===== src/hdl/gbd_div.sv =====
module gbd_div #(
  parameter int NUM_W  = 39,
  parameter int DEN_W  = 28,
  parameter int QUO_W  = 11,
  parameter int SIDE_W = 1
) (
  input  logic              clk,
  input  logic              rst_n,
  input  logic              en,
  input  logic              in_valid,
  input  logic [NUM_W-1:0]  in_num,
  input  logic [DEN_W-1:0]  in_den,
  input  logic [SIDE_W-1:0] in_side,
  output logic              out_valid,
  output logic [QUO_W-1:0]  out_quo,
  output logic [SIDE_W-1:0] out_side
);

  // Restoring division, one quotient bit per stage. The numerator must be
  // below the denominator shifted left by QUO_W.
  localparam int X_W = DEN_W + QUO_W;

  logic [X_W-1:0]    x_r    [QUO_W];
  logic [DEN_W-1:0]  den_r  [QUO_W];
  logic [SIDE_W-1:0] side_r [QUO_W];
  logic              v_r    [QUO_W];
  logic [X_W-1:0]    x_init;

  function automatic logic [X_W-1:0] div_step(input logic [X_W-1:0] x,
                                               input logic [DEN_W-1:0] d);
    logic [DEN_W:0] sh;
    logic [DEN_W:0] df;
    logic           q;
    sh = x[X_W-1:QUO_W-1];
    q  = (sh >= {1'b0, d});
    df = q ? (sh - {1'b0, d}) : sh;
    return {df[DEN_W-1:0], x[QUO_W-2:0], q};
  endfunction

  // Upper part starts as the partial remainder, lower part as the dividend bits.
  assign x_init = {DEN_W'(in_num >> QUO_W), in_num[QUO_W-1:0]};

  for (genvar k = 0; k < QUO_W; k++) begin : g_stage
    logic [X_W-1:0]    x_in;
    logic [DEN_W-1:0]  d_in;
    logic [SIDE_W-1:0] s_in;
    logic              v_in;

    if (k == 0) begin : g_first
      assign x_in = x_init;
      assign d_in = in_den;
      assign s_in = in_side;
      assign v_in = in_valid;
    end else begin : g_next
      assign x_in = x_r[k-1];
      assign d_in = den_r[k-1];
      assign s_in = side_r[k-1];
      assign v_in = v_r[k-1];
    end

    always_ff @(posedge clk) begin
      if (!rst_n) begin
        v_r[k] <= 1'b0;
      end else if (en) begin
        v_r[k] <= v_in;
      end
    end

    always_ff @(posedge clk) begin
      if (en) begin
        x_r[k]    <= div_step(x_in, d_in);
        den_r[k]  <= d_in;
        side_r[k] <= s_in;
      end
    end
  end

  assign out_valid = v_r[QUO_W-1];
  assign out_quo   = x_r[QUO_W-1][QUO_W-1:0];
  assign out_side  = side_r[QUO_W-1];

endmodule


===== config.mk =====
export PLATFORM = sky130hd
export DESIGN_NAME = gbd_div
export DESIGN_NICKNAME = d
export VERILOG_FILES = /design/src/hdl/gbd_div.sv
export SDC_FILE = /design/constraint.sdc
export NUM_CORES = 1
export LEC_CHECK = 0
export CORE_MARGIN = 2
export CORE_UTILIZATION = 58
export CTS_CLUSTER_DIAMETER = 100
export DETAILED_ROUTE_END_ITERATION = 10
export DONT_BUFFER_PORTS = 1
export GPL_TIMING_DRIVEN = 0
export PLACE_DENSITY = 0.8
export REMOVE_ABC_BUFFERS = 1
export SETUP_SLACK_MARGIN = 0.1
export SYNTH_ARGS = -nofsm -noshare
export SYNTH_HDL_FRONTEND = slang
export SYNTH_SLANG_ARGS = --single-unit
export TNS_END_PERCENT = 30

===== constraint.sdc =====
create_clock -name clk -period 3 [get_ports clk]
set_clock_uncertainty 0.15 [all_clocks]
set_input_delay 0.3 -clock clk [delete_from_list [all_inputs] [get_ports clk]]
set_output_delay 0.3 -clock clk [all_outputs]
set_load 0.01 [all_outputs]

## Word-level counts from Yosys, hierarchy flattened

Memory sizes are Yosys's and may differ from the RTL's.
Index checks and enable logic that the tools add are counted.

- Bits in registers: 0
- Memory bits (writable): 759
- Input bits: 72
- Output and inout bits: 13
- Logic and storage cells: 64
- Memories: 4

Memory list:

| name | depth | bits a word | read ports | clocked after Yosys merged registers in | write ports | line | RTL |
|---|---|---|---|---|---|---|---|
| x_r | 11 | 39 | 11 | 0 | 11 | 23 | `logic [X_W-1:0] x_r [QUO_W];` |
| den_r | 11 | 28 | 10 | 0 | 11 | 24 | `logic [DEN_W-1:0] den_r [QUO_W];` |
| side_r | 11 | 1 | 11 | 0 | 11 | 25 | `logic [SIDE_W-1:0] side_r [QUO_W];` |
| v_r | 11 | 1 | 11 | 0 | 11 | 26 | `logic v_r [QUO_W];` |

- Add/subtract/negate cells: 11
- Magnitude comparators: 11
- Mux-type cells: 27
- Bitwise operators: 11

Operator list:

| kind | count |
|---|---|
| $ge 29x28->1 | 11 |
| $mux 28 | 11 |
| $sub 28x28->28 | 11 |
| $mux 1 | 16 |
| $or 1x1->1 | 11 |

## Longest topological paths before layout

- Word-level depth: 4
- Depth in mapped cells: 14
- Mapped depth without buffers: 12

## Least setup slack after synthesis

No wires, ideal clock.

- Path kind: reg2reg
- From: memory x_r[8][20] (netlist name)
- To: memory x_r[9][30] (netlist name), data pin
- Setup time: 0.260 ns
- Data arrival time: 2.919 ns
- Data required time: 2.590 ns
- Setup slack: -0.329 ns
- Stages on the path, launching flop included: 13
- Buffers on the path: 2
- Clock period less this slack: 3.329 ns
- Path through: edfxtp_1 > ha_1 > a21o_1 > a21oi_1 > nor2b_1 > a311oi_1 > o2111ai_1 > a41o_1 > a221oi_2 > o31a_1 > buf_4 > buf_4 > mux2_2

RTL lines:

| item | line |
|---|---|
| start: declaration | 23 |

==> impl_metrics.ini <==
[global_routing]
grt_pass1_wl_mm = 136
grt_use_total = 0.238
grt_pass1_vias = 27900
grt_max_degree = 705
overflow = 0
antenna_found_initial = 0

[critical_path]
end_kind = flop
crit_required_ns = 3.22
worst-path-buf-inv = 2
crit_family = compound AO/OA/AOI/OAI gates
arrival_ns = 3.79
max_stage_delay_ns = 0.58
cp_max_fo = 7
rrSetupSlack_ns = -0.56
slowest_stage = or4_4
crit_path_start_kind = flop
r2r_start = x_r[1][11]
path_class = flop to flop
cp_cell_sequence = ha_4 -> nor2b_4 -> o2111ai_2 -> a32oi_2 -> a31oi_4 -> or4_4 -> a2111oi_4 -> nor3_4 -> buf_12 -> clkbuf_16 -> mux2i_1
rr_worst_depth = 11
timing.rr.end = x_r[2][11]

[floorplan]
die_x_um = 268
initial_core_util = 0.587
rows = 96
die-area_sq_um = 71600
num_io_pins = 85
die_y_um = 268
core_region_area_sq_um = 68700

[logic_synthesis]
synth.top_cell.area_share = 0.523
yosys.cell_types.count = 84
mappedNetlistArea_sq_um = 40300
synthTopCellsByArea = edfxtp_1, ha_1, mux2_2
async_reset_ff_frac = 0
synth_warnings = 0
synth.avg_cell_area_sq_um = 11.5
synth-main-ff-cell = edfxtp_1
synth_common_cells = edfxtp_1, inv_1, ha_1, a21oi_1, nand2_1
synthesis.instances = 3508
synth_enable_flop_cells = 702
ys_seq_elements = 703
yosysMostFrequentCell = edfxtp_1
synth-seq-area-share = 0.523
synth_area_leader_cell = edfxtp_1

[placed_design]
place_ws_ns = -1.37
place_area_sq_um = 41300
dp.final_hpwl_mm = 54.8
place_congestion = 0.906
portBuffers = 0

[timing]
fin_crit_ns = 3.56
slew_headroom = 0.0312
final-setup-viol-count = 254
rsz0062_at_grt = yes
finalMaxSlewViolations = 0
period_share = 1.19
worst_pin_slew_ns = 1.45
max_freq_mhz = 281
fin_hold_ws_ns = -0.359
finalWorstSetupSlack_ns = -0.563
hold_viol_final = 103

[route]
totalWireLength_mm = 89.9
dr.pass1.iters = 5
drt_iter0_drc = 1823
vias_per_cell = 5.91
drc_errors = 0
ant_nets = 0
vias = 28000
routedWlPerCell_um = 19.0

[cells_and_area]
final_nets = 4126
postLayoutCoreUtil = 0.704
final_cell_area_sq_um = 48300
diodes = 0
n_fill_cell = 4587
layout-drive-gt1-share = 0.191
area_growth_pct = 19.9

[status]
outcome = finished, violations left
violations = negative hold slack, negative setup slack

[worst_hold_path]
min-delay-start = en
holdPathStages = 0
min_path_type = primary input to flop
worst_hold_path.endpoint = x_r[9][11]

[cts]
cts_tree = done
clk_pin_slew_ns = 0.06
cts.path.max_buffers = 3
h-tree-depth = 3
cts_sinks = 703
cts_buffers = 77
clock_latency_ns = 0.64
cts_root_buf = clkbuf_16

[power_and_ir_drop]
seqPwrFrac = 0.315
vdd_ir_drop_max_mv = 0.484
finalPower_mw = 49.8
p_per_area_nw_per_um2 = 1030
combinationalPowerShare = 0.499
clock_power_share = 0.186
power_leakage_nw = 19.9
swShare = 0.356
p_sw_mw = 17.7
intPower_mw = 32.1

[job]
drv_cap = 0
## worst max path at each step
stage	startpoint	to	slack, ns	cells past startpoint
final	x_r[1][11]	x_r[2][11]	-0.56	11
after global routing	x_r[6][21]	x_r[7][35]	-0.63	11
after CTS	x_r[1][11]	x_r[2][17]	-0.63	11
after detailed placement	den_r[2][1]	x_r[3][13]	-1.37	12
after global placement	den_r[2][1]	x_r[3][26]	-3.93	11
after floorplan	x_r[2][15]	x_r[3][13]	-2.17	10
## through the flow
step	TNS (ns)	cells
floorplan	-234.92	3443
global placement	-524.54	4374
detailed placement	-256.65	4379
CTS	-87.16	4674
global route	-107.31	4728
finish	-80.89	4728
## placed cells by master, fill, tap and decap left out, types with 82 or more instances in the layout
master	instances
inv_1	387
edfxtp_1	702
nor2_1	166
a21oi_1	224
clkbuf_16	82
buf_4	91
nand2_1	175
mux2_4	98
ha_1	247
o21ai_0	139
xnor2_1	143
a21o_1	129
## sequential cells by signal, summed over array words and instances, names as in the netlist
signal  count
v_r        11
x_r       401
side_r     11
den_r     280
## worst register-to-register path, cell delays in order (launching register included)
cell,delay [ns]
edfxtp_1,0.45
ha_4,0.30
nor2b_4,0.16
o2111ai_2,0.15
a32oi_2,0.35
a31oi_4,0.15
or4_4,0.59
a2111oi_4,0.43
nor3_4,0.10
buf_12,0.17
clkbuf_16,0.18
mux2i_1,0.13
## power groups by stage
stage	logic, mW	clock network, mW	registers (mW)
floorplan	15.1	0	15.1
global placement	18.3	0	15.5
detailed placement	18.8	0	15.6
CTS	22.4	9.41	15.5
global route	26.9	9.80	15.9
finish	24.9	9.27	15.7
## area by class of cell
class | instances | area, sq um | share of cell area
tap | 931 | 1160 | 0.0241
clock buffer | 89 | 1990 | 0.0412
inverter | 407 | 1530 | 0.0316
sequential | 703 | 21100 | 0.437
multi-input combinational | 2345 | 20000 | 0.414
timing repair buffer | 202 | 2060 | 0.0426
clock inverter | 51 | 502 | 0.0104
## layer usage
layer	vias up	track usage	wire length, um
li1	13500	-	-
met1	13300	0.242	32300
met2	853	0.455	47800
met3	311	0.0303	3450
met4	0	0.151	6300
met5	-	0	0
## timing repair
action                                  in CTS  in global routing
buffers inserted                            76                 43
resized for setup                          315                223
endpoints found under the setup margin     290                291
endpoints found under the hold margin      454                270
hold buffers                                69                  2
gates cloned                                10                  9
pin swaps                                   68                 94
## kinds of logic (layout without fill, tap and decap cells)
| logic type | after synthesis | count (layout) | synth area share |
|---|---|---|---|
| AO/OA/AOI/OAI | 873 | 884 | 0.141 |
| AND/OR/NAND/NOR | 732 | 733 | 0.0890 |
| flip-flops | 703 | 703 | 0.523 |
| buffers and inverters | 472 | 749 | 0.0460 |
| adder cells (fa/ha/maj) | 318 | 318 | 0.101 |
| XOR/XNOR | 217 | 217 | 0.0471 |
| multiplexers | 193 | 193 | 0.0532 |
Note: power is estimated with default switching activity, not from simulation.
