==> config.mk <==
export PLATFORM = sky130hd
export DESIGN_NAME = gbd_axis
export DESIGN_NICKNAME = d
export VERILOG_FILES = /design/src/hdl/gbd_pkg.sv /design/src/hdl/gbd_axis.sv
export SDC_FILE = /design/constraint.sdc
export NUM_CORES = 2
export LEC_CHECK = 0
export BUFFER_PORTS_ARGS = -buffer_cell sky130_fd_sc_hd__buf_2
export CAP_MARGIN = 0
export CORE_ASPECT_RATIO = 1.4
export CORE_MARGIN = 5
export CORE_UTILIZATION = 62
export CTS_CLUSTER_DIAMETER = 150
export DETAILED_ROUTE_END_ITERATION = 7
export PLACE_DENSITY_LB_ADDON = 0.05
export SETUP_SLACK_MARGIN = 0.2
export SYNTH_ARGS = -nofsm -noshare
export SYNTH_HDL_FRONTEND = slang
export SYNTH_SLANG_ARGS = --single-unit
export TNS_END_PERCENT = 100
==> constraint.sdc <==
create_clock -name clk -period 15.6 [get_ports clk]
set_clock_uncertainty 0.15 [all_clocks]
set_input_delay 1.56 -clock clk [delete_from_list [all_inputs] [get_ports clk]]
set_output_delay 1.56 -clock clk [all_outputs]
set_load 0.02 [all_outputs]
==> src/hdl/gbd_pkg.sv <==
package gbd_pkg;

  // Field widths of the coordinate and configuration words.
  localparam int FRAC_W  = 14;
  localparam int MPM_W   = 12;
  localparam int MPD_W   = 18;
  localparam int CFG_W   = 18;
  localparam int CFG_IDX_W = 1;

  // Whole degrees and whole minutes after splitting dddmm.
  localparam int DEG_W = 9;
  localparam int MIN_W = 7;

  // Degree difference times metres per degree.
  localparam int PD_W = DEG_W + MPD_W;

  // Per-axis metre distance. This bound holds for every minute scale in range.
  localparam int DIST_W = 28;

  // The quotient bits of the slope ratio (fixed point, one is 1024).
  localparam int ATAN_ONE = 1024;
  localparam int ATAN_Q_W = 11;

  // x / 100 computed as (x * 5243) >> 19. This is exact for x below 43699.
  localparam int DIV100_MUL = 5243;
  localparam int DIV100_SHR = 19;

  // Configuration register indexes and reset values.
  localparam logic [CFG_IDX_W-1:0] CFG_MPM = 1'd0;
  localparam logic [CFG_IDX_W-1:0] CFG_MPD = 1'd1;
  localparam logic [MPM_W-1:0] MPM_RESET = 12'd1852;
  localparam logic [MPD_W-1:0] MPD_RESET = 18'd111120;

  // Direction codes.
  localparam logic [2:0] OCT_N  = 3'd0;
  localparam logic [2:0] OCT_NE = 3'd1;
  localparam logic [2:0] OCT_E  = 3'd2;
  localparam logic [2:0] OCT_SE = 3'd3;
  localparam logic [2:0] OCT_S  = 3'd4;
  localparam logic [2:0] OCT_SW = 3'd5;
  localparam logic [2:0] OCT_W  = 3'd6;
  localparam logic [2:0] OCT_NW = 3'd7;

  // What one axis unit hands on beside its minute product.
  typedef struct packed {
    logic [PD_W-1:0] pd;   // whole degree part in metres
    logic            gt;   // here lies beyond goal on this axis
    logic            lt;   // goal lies beyond here on this axis
  } axis_side_t;

  // What travels beside the slope division.
  typedef struct packed {
    logic [2:0]  oct;
    logic [15:0] range;
    logic        swap;     // height exceeds width, so the angle is mirrored
    logic        same;
  } ang_side_t;

endpackage

==> src/hdl/gbd_axis.sv <==
module gbd_axis #(
  parameter int WHOLE_W      = 15,
  parameter int MINUTE_SCALE = 10000
) (
  input  logic                          clk,
  input  logic                          rst_n,
  input  logic                          en,
  input  logic                          in_valid,
  input  logic [WHOLE_W-1:0]            here_whole,
  input  logic [gbd_pkg::FRAC_W-1:0]    here_frac,
  input  logic [WHOLE_W-1:0]            goal_whole,
  input  logic [gbd_pkg::FRAC_W-1:0]    goal_frac,
  input  logic [gbd_pkg::MPM_W-1:0]     mpm,
  input  logic [gbd_pkg::MPD_W-1:0]     mpd,
  output logic                          out_valid,
  output logic [gbd_pkg::DIST_W-1:0]    out_min_m,
  output gbd_pkg::axis_side_t           out_side
);

  import gbd_pkg::*;

  // Minutes-and-fraction value, wide enough to take a borrowed degree.
  localparam int SW   = $clog2(159*MINUTE_SCALE+16384);
  localparam int PS_W = SW + MPM_W;
  localparam int HP_W = WHOLE_W + 13;

  // Division by the minute scale as a multiplication by ceil(2^RSH / scale).
  // With RSH = PS_W + clog2(scale) the quotient is exact below 2^PS_W.
  localparam int RK   = $clog2(MINUTE_SCALE);
  localparam int RSH  = PS_W + RK;
  localparam int RM_W = PS_W + 1;
  localparam int LO_W = PS_W / 2;
  localparam int HI_W = PS_W - LO_W;
  localparam int PL_W = LO_W + RM_W;
  localparam int PH_W = HI_W + RM_W;
  localparam int PR_W = PS_W + RM_W;
  localparam logic [RM_W-1:0] RECIP =
    RM_W'(((64'd1 << RSH) + 64'(MINUTE_SCALE) - 64'd1) / 64'(MINUTE_SCALE));

  // Stage 1: split dddmm into degrees and minutes, compare the positions.
  logic [DEG_W-1:0]  s1_d1_r, s1_d2_r;
  logic [MIN_W-1:0]  s1_m1_r, s1_m2_r;
  logic [FRAC_W-1:0] s1_f1_r, s1_f2_r;
  logic              s1_gt_r, s1_lt_r, s1_v_r;
  logic [DEG_W-1:0]  d1, d2;
  logic [MIN_W-1:0]  m1, m2;

  function automatic logic [DEG_W-1:0] deg_of(input logic [WHOLE_W-1:0] w);
    logic [HP_W-1:0] hp;
    hp = HP_W'(w) * HP_W'(DIV100_MUL);
    return DEG_W'(hp >> DIV100_SHR);
  endfunction

  assign d1 = deg_of(here_whole);
  assign d2 = deg_of(goal_whole);
  assign m1 = MIN_W'(here_whole - WHOLE_W'(WHOLE_W'(d1) * WHOLE_W'(100)));
  assign m2 = MIN_W'(goal_whole - WHOLE_W'(WHOLE_W'(d2) * WHOLE_W'(100)));

  always_ff @(posedge clk) begin
    if (en) begin
      s1_d1_r <= d1;
      s1_d2_r <= d2;
      s1_m1_r <= m1;
      s1_m2_r <= m2;
      s1_f1_r <= here_frac;
      s1_f2_r <= goal_frac;
      s1_gt_r <= (here_whole > goal_whole) ||
                 ((here_whole == goal_whole) && (here_frac > goal_frac));
      s1_lt_r <= (goal_whole > here_whole) ||
                 ((goal_whole == here_whole) && (goal_frac > here_frac));
    end
  end

  // Stage 2: scale minutes to fraction units and order the degrees.
  logic [SW-1:0]    s2_s1_r, s2_s2_r;
  logic [DEG_W-1:0] s2_dd_r;
  logic             s2_deq_r, s2_dgt_r, s2_gt_r, s2_lt_r, s2_v_r;

  always_ff @(posedge clk) begin
    if (en) begin
      s2_s1_r  <= SW'(s1_m1_r) * SW'(MINUTE_SCALE) + SW'(s1_f1_r);
      s2_s2_r  <= SW'(s1_m2_r) * SW'(MINUTE_SCALE) + SW'(s1_f2_r);
      s2_deq_r <= (s1_d1_r == s1_d2_r);
      s2_dgt_r <= (s1_d1_r > s1_d2_r);
      s2_dd_r  <= (s1_d1_r > s1_d2_r) ? (s1_d1_r - s1_d2_r) : (s1_d2_r - s1_d1_r);
      s2_gt_r  <= s1_gt_r;
      s2_lt_r  <= s1_lt_r;
    end
  end

  // Stage 3: borrow a degree where the minute difference would not be positive.
  logic [SW-1:0]    s3_sd_r;
  logic [DEG_W-1:0] s3_dd_r;
  logic             s3_gt_r, s3_lt_r, s3_v_r;
  logic [SW-1:0]    hi, lo, hi_b, sd;
  logic [DEG_W-1:0] dd;

  always_comb begin
    hi   = s2_dgt_r ? s2_s1_r : s2_s2_r;
    lo   = s2_dgt_r ? s2_s2_r : s2_s1_r;
    hi_b = hi;
    dd   = s2_dd_r;
    if (s2_deq_r) begin
      dd = '0;
      sd = (s2_s1_r >= s2_s2_r) ? (s2_s1_r - s2_s2_r) : (s2_s2_r - s2_s1_r);
    end else begin
      if (!(hi > lo)) begin
        dd   = s2_dd_r - DEG_W'(1);
        hi_b = hi + SW'(60*MINUTE_SCALE);
      end
      sd = (hi_b >= lo) ? (hi_b - lo) : '0;
    end
  end

  always_ff @(posedge clk) begin
    if (en) begin
      s3_sd_r <= sd;
      s3_dd_r <= dd;
      s3_gt_r <= s2_gt_r;
      s3_lt_r <= s2_lt_r;
    end
  end

  // Stage 4: scale both parts to metres.
  logic [PS_W-1:0] s4_ps_r;
  axis_side_t      s4_side_r;
  logic            s4_v_r;

  always_ff @(posedge clk) begin
    if (en) begin
      s4_ps_r      <= PS_W'(s3_sd_r) * PS_W'(mpm);
      s4_side_r.pd <= PD_W'(s3_dd_r) * PD_W'(mpd);
      s4_side_r.gt <= s3_gt_r;
      s4_side_r.lt <= s3_lt_r;
    end
  end

  // Stage 5: partial products of the minute product and the reciprocal.
  logic [PL_W-1:0] s5_plo_r;
  logic [PH_W-1:0] s5_phi_r;
  axis_side_t      s5_side_r;
  logic            s5_v_r;

  always_ff @(posedge clk) begin
    if (en) begin
      s5_plo_r  <= PL_W'(s4_ps_r[LO_W-1:0]) * PL_W'(RECIP);
      s5_phi_r  <= PH_W'(s4_ps_r[PS_W-1:LO_W]) * PH_W'(RECIP);
      s5_side_r <= s4_side_r;
    end
  end

  // Stage 6: combine the partial products and keep the quotient.
  logic [DIST_W-1:0] s6_q_r;
  axis_side_t        s6_side_r;
  logic              s6_v_r;
  logic [PR_W-1:0]   psum;

  assign psum = (PR_W'(s5_phi_r) << LO_W) + PR_W'(s5_plo_r);

  always_ff @(posedge clk) begin
    if (en) begin
      s6_q_r    <= DIST_W'(psum >> RSH);
      s6_side_r <= s5_side_r;
    end
  end

  // Valid bits follow the data through all six stages.
  always_ff @(posedge clk) begin
    if (!rst_n) begin
      s1_v_r <= 1'b0;
      s2_v_r <= 1'b0;
      s3_v_r <= 1'b0;
      s4_v_r <= 1'b0;
      s5_v_r <= 1'b0;
      s6_v_r <= 1'b0;
    end else if (en) begin
      s1_v_r <= in_valid;
      s2_v_r <= s1_v_r;
      s3_v_r <= s2_v_r;
      s4_v_r <= s3_v_r;
      s5_v_r <= s4_v_r;
      s6_v_r <= s5_v_r;
    end
  end

  assign out_valid = s6_v_r;
  assign out_min_m = s6_q_r;
  assign out_side  = s6_side_r;

endmodule

* After elaboration in Yosys (flattened, before gate mapping)
Cells that the tools add are included.
** Word-level totals
- Register bits after elaboration :: 392
- Output and inout bits :: 58
** Operators by class
- Multiplexer cells :: 9
- $lt $le $gt $ge :: 8
- Multiply operators :: 10
- Reduce and logical (&&, ||, !) cells :: 4
- Add/sub/neg operators :: 12
- Equal/unequal tests :: 3
** Operator list (count)
- 21-bit two-way mux :: 7
- 67-bit by 50-bit adder with 67-bit output :: 1
- 21-bit subtractor :: 3
- 15-bit by 13-bit multiplier with 28-bit output (second input constant) :: 2
- 17-bit by 32-bit multiplier with 49-bit output (second input constant) :: 1
- 16-bit by 32-bit multiplier with 48-bit output (second input constant) :: 1
- 21-bit by 14-bit adder with 21-bit output :: 2
- 21-bit >= comparator :: 2
- 7-bit by 10-bit multiplier with 17-bit output (second input constant) :: 2
- 21-bit by 12-bit multiplier with 33-bit output :: 1
- 15-bit == test :: 2
- 15-bit greater-than comparator :: 2
- 14-bit greater-than comparator :: 2
- 9-bit by 18-bit multiplier with 27-bit output :: 1
- 21-bit by 20-bit adder with 21-bit output (second input constant) :: 1
- 21-bit greater-than comparator :: 1
- 9-bit by 5-bit multiplier with 5-bit output (second input constant) :: 2
- 9-bit two-way mux :: 2
- 9-bit subtractor :: 2
- 7-bit subtractor :: 2
- 9-bit == test :: 1
- 9-bit greater-than comparator :: 1
- 9-bit by 1-bit subtractor with 9-bit output (second input constant) :: 1
- 1-bit logical AND :: 2
- 1-bit logical OR :: 2

* Longest topological paths before layout
- Depth after elaboration :: 7
- Depth in mapped cells :: 27
- Gate-level depth less buffers :: 27

* Worst setup path before layout
No wires, ideal clock.
- Path kind :: input to register
- From :: in goal_whole[8]
- To :: reg s1_m2_r[6], data pin
- Arrival time :: 6.907 ns
- Buffers on the path :: 0
- Stages on the path :: 24
- Library setup time :: 0.263 ns
- Setup slack :: 8.280 ns
- Cell sequence :: ha_1 > inv_1 > fa_1 > inv_1 > fa_1 > inv_1 > fa_1 > fa_1 > inv_1 > ha_1 > a21o_1 > a21o_1 > a21o_1 > o31a_1 > o21a_1 > nor3_2 > ha_1 > inv_1 > fa_1 > a21o_1 > a21oi_1 > xnor2_1 > xnor3_1 > xor2_1
** Between the ends
- Longest elaborated chain between the ends :: 3
** Ends and longest elaborated chain
- start, declared :: line gbd_axis.sv:11 : input logic [WHOLE_W-1:0] goal_whole,
- 15-bit by 13-bit multiplier with 28-bit output :: line gbd_axis.sv:50 : hp = HP_W'(w) * HP_W'(DIV100_MUL);
- net d2[0] :: line gbd_axis.sv:45 : logic [DEG_W-1:0] d1, d2;
- 9-bit by 5-bit multiplier with 5-bit output :: line gbd_axis.sv:57 : assign m2 = MIN_W'(goal_whole - WHOLE_W'(WHOLE_W'(d2) * WHOLE_W'(100)));
- 7-bit subtractor :: line gbd_axis.sv:57
- net m2[6] :: line gbd_axis.sv:46 : logic [MIN_W-1:0] m1, m2;
- end signal, assigned :: line gbd_axis.sv:64 : s1_m2_r <= m2;
- end, declared :: line gbd_axis.sv:42 : logic [MIN_W-1:0] s1_m1_r, s1_m2_r;
The timed path passes the listed nets, and every way through them passes these cells.
A chain may end at the register's enable or synchronous reset.

* Worst setup path after layout
- From :: reg s4_ps_r[12]
- To :: reg s5_plo_r[49], data pin
** Between the ends
- Longest elaborated chain between the ends :: 1
** Ends and longest elaborated chain
- start, declared :: line gbd_axis.sv:125 : logic [PS_W-1:0] s4_ps_r;
- start signal, assigned :: line gbd_axis.sv:131 : s4_ps_r <= PS_W'(s3_sd_r) * PS_W'(mpm);
- 16-bit by 32-bit multiplier with 48-bit output :: line gbd_axis.sv:146 : s5_plo_r <= PL_W'(s4_ps_r[LO_W-1:0]) * PL_W'(RECIP);
- end signal, assigned :: line gbd_axis.sv:146
- end, declared :: line gbd_axis.sv:139 : logic [PL_W-1:0] s5_plo_r;
No other way between the ends.

==> run_results.csv <==
group,metric,value,unit
floorplan,die_area,102000,um^2
grt,grt_usage,0.274,
timing,min_period_over_period,0.484,
routing,routedWlPerCell,18.8,um
yosys,synth_seq_area_share,0.189,
clock_network,cts_tree,"built",
worst_setup_path,setup.worst_path.start_class,"flop",
grt,antenna_found_initial,14,
worst_setup_path,critPathMaxFanout,7,
floorplan,io_pins,150,
floorplan,start_util,0.624,
floorplan,fp.dieW,272,um
yosys,ys_types,97,
layout,n_fill_cell,7859,
clock_network,insertion_delay,0.61,ns
layout,seq_area,11200,um^2
layout,final_layout_size_suffix_gt1_frac,0.0431,
hold_path,hold_path_class,"flop to flop",
grt,grt_pass1_vias,44027,
yosys,synth_area,59500,um^2
yosys,ys_top_cells_by_count,"inv_1 (1442), ha_1 (920), fa_1 (859)",
worst_setup_path,rrSetupSlack,8.05,ns
worst_setup_path,r2r-start,"s4_ps_r[12]",
grt,grt_max_degree,105,
worst_setup_path,startpoint,"s4_ps_r[12]",
yosys,yosys.area.top_type_share,0.289,
timing,tightest_slew,0.956,ns
clock_network,post_cts_buffers,0,
timing,finalSetupViolCount,0,
yosys,yosys_warnings,0,
worst_setup_path,required,15.84,ns
placement,gp_congestion,0.990,
worst_setup_path,rr_worst_depth,20,
worst_setup_path,crit_end,"s5_plo_r[49]",
layout,multiInputGateArea,42300,um^2
clock_network,cts_made_buffers,42,
timing,finalHoldViolCount,0,
yosys,ys.flop_type,"edfxtp_1",
routing,drt_wl_total,137,mm
floorplan,rows,134,
grt,grt_first_pass_wirelength,225,mm
routing,final_antenna_net_count,0,
placement,dp_hpwl,118,mm
yosys,synthArstFlopShare,0,
routing,drc,0,
worst_setup_path,critPathCaptureType,"flop",
layout,nets,7915,
placement,port_buffers,141,
placement,place_area,61300,um^2
routing,detail_route.first_pass.iterations,6,
routing,met3_length,5.36,mm
routing,vias,40831,
flow_run,max-cap-violations,0,
routing,vias_per_cell,5.59,
layout,final_util,0.657,
floorplan,die_h,377,um
yosys,synth_most_common_cell,"inv_1",
yosys,synth_top_area_cell,"fa_1",
timing,fmax,133,MHz
timing,grt_setup_unrepaired,"no",
layout,stdcell_area,62600,um^2
worst_setup_path,cp.arrival,7.78,ns
clock_network,htree_levels,2,
routing,wirelength_met1,51.1,mm
worst_setup_path,r2r-end,"s5_plo_r[49]",
layout,area_delta_synth_final,5.24,%
timing,slew_headroom,0.346,
clock_network,clock_path_buffers,3,
routing,routed.top_layer,"met5",
timing,period_needed,7.55,ns
yosys,synth_area_leaders,"fa_1 (29%), ha_1 (19%), edfxtp_1 (19%)",
yosys,syn_inst,5969,
clock_network,clkTransAtPathRegs,0.07,ns
hold_path,worstHoldStart,"s5_side_r[18]",
timing,drv_slew,0,
outcome,outcome,"finished clean",
clock_network,clock-sinks,376,
routing,dr.first_iter.drc_count,1909,
yosys,synth-edff-count,370,
yosys,syn_avg_cell_area,9.97,um^2
timing,finalSetupTns,0,ns
yosys,ys_seq_elements,376,
clock_network,cts_resized,0,
grt,globalRoute.totalOverflow,0,
routing,dr_wl_met2,74.7,mm
clock_network,cts_root_buf,"clkbuf_16",
clock_network,cts_hold_buf,0,
worst_setup_path,worst-setup-path-type,"flop to flop",
floorplan,core_area,95400,um^2
## worst max-delay path: stages (launching register included)
cell and delay, ns:
edfxtp_1 0.73, ha_1 0.54, inv_1 0.17, fa_1 0.52, inv_1 0.06, fa_1 0.54
inv_1 0.05, fa_1 0.46, fa_1 0.50, inv_1 0.05, fa_1 0.48, ha_1 0.35
nor2_1 0.19, nor2b_1 0.07, a221oi_1 0.42, a21oi_1 0.24, o2111ai_1 0.56, a41oi_1 0.37
o41ai_2 0.49, nor2_1 0.09, a211oi_1 0.31
## routing by layer
layer	global-route usage	up-vias
met2	0.528	816
met5	0	-
met4	0.103	6
met3	0.0357	301
li1	-	19454
met1	0.308	20254
## sequential cells by signal, indices dropped and copies added, names as in the netlist, 7 cells and up
register / flops
s2_dd_r: 9
s1_d1_r: 9
s1_f2_r: 14
s3_sd_r: 21
s2_s1_r: 21
s1_m1_r: 7
s5_plo_r: 32
s1_m2_r: 7
s1_d2_r: 9
s1_f1_r: 14
s5_side_r: 29
s4_side_r: 29
s3_dd_r: 9
s5_phi_r: 49
out_side: 29
out_min_m: 20
s2_s2_r: 21
s4_ps_r: 33
## cells by family (layout without fill, tap and decap cells)
group,count (synthesis),after routing,share of synthesized area
buffers and inverters,1572,1668,0.101
xor gates and xnor gates,234,234,0.0347
DFF,376,376,0.189
muxes,59,59,0.0102
AOI/OAI and AO/OA,795,795,0.0876
and+or+nand+nor,1153,1153,0.0957
other,1,18,0.0000630
adders and majority gates,1779,1779,0.482
## worst min-delay path by stage
stage | endpoint | slack [ns] | cells after the start
after floorplan | out_side[0] | 0.25 | 0
after global placement | out_side[24] | 0.25 | 0
after detailed placement | out_side[3] | 0.26 | 0
after CTS | out_side[18] | 0.25 | 0
after global routing | out_side[16] | 0.26 | 0
final | out_side[18] | 0.25 | 0
## final cells by class
type	instances	area share
diodes	10	0.000400
clock buffers	44	0.0172
clock inverters	28	0.00352
inverters	1442	0.0864
multi-input cells	4028	0.676
flip-flops and latches	376	0.179
well taps	1224	0.0245
repair buffers	154	0.0130
## layout by cell type (no fill, tap or decap), drive strengths merged, types with 9 or more instances in the layout
cell | netlist | routed
o21a | 38 | 38
clkbuf | 92 | 44
xor2 | 69 | 69
a21boi | 13 | 13
buf | 38 | 154
a21o | 105 | 105
nand3 | 62 | 62
xnor2 | 164 | 164
mux2i | 52 | 52
a31oi | 29 | 29
nand2b | 27 | 27
nor3b | 9 | 9
o21bai | 28 | 28
o31ai | 12 | 12
fa | 859 | 859
nor2 | 196 | 196
o211ai | 24 | 24
nand2 | 396 | 396
and3 | 35 | 35
nand4 | 33 | 33
a221oi | 11 | 11
or2 | 9 | 9
a211oi | 29 | 29
nand3b | 10 | 10
nor4 | 15 | 15
edfxtp | 370 | 370
diode | 0 | 10
and2 | 179 | 179
o2111ai | 14 | 14
ha | 920 | 920
nor3 | 68 | 68
and4 | 9 | 9
clkinv | 0 | 16
or3 | 23 | 23
o21ai | 161 | 161
a22o | 9 | 9
inv | 1442 | 1449
nor2b | 55 | 55
a21oi | 222 | 222
## stage by stage
| stage | instances | hold slack [ns] | worst slack (ns) |
|---|---|---|---|
| floorplan | 5976 | 0.250 | 8.28 |
| global placement | 7224 | 0.251 | 7.77 |
| detailed placement | 7224 | 0.255 | 7.60 |
| CTS | 7296 | 0.253 | 7.98 |
| global route | 7297 | 0.262 | 7.57 |
| finish | 7306 | 0.253 | 8.05 |
Power is left out: the tool's default activity adds up to more than one toggle a clock period on the data nets, which glitch-free logic cannot reach.
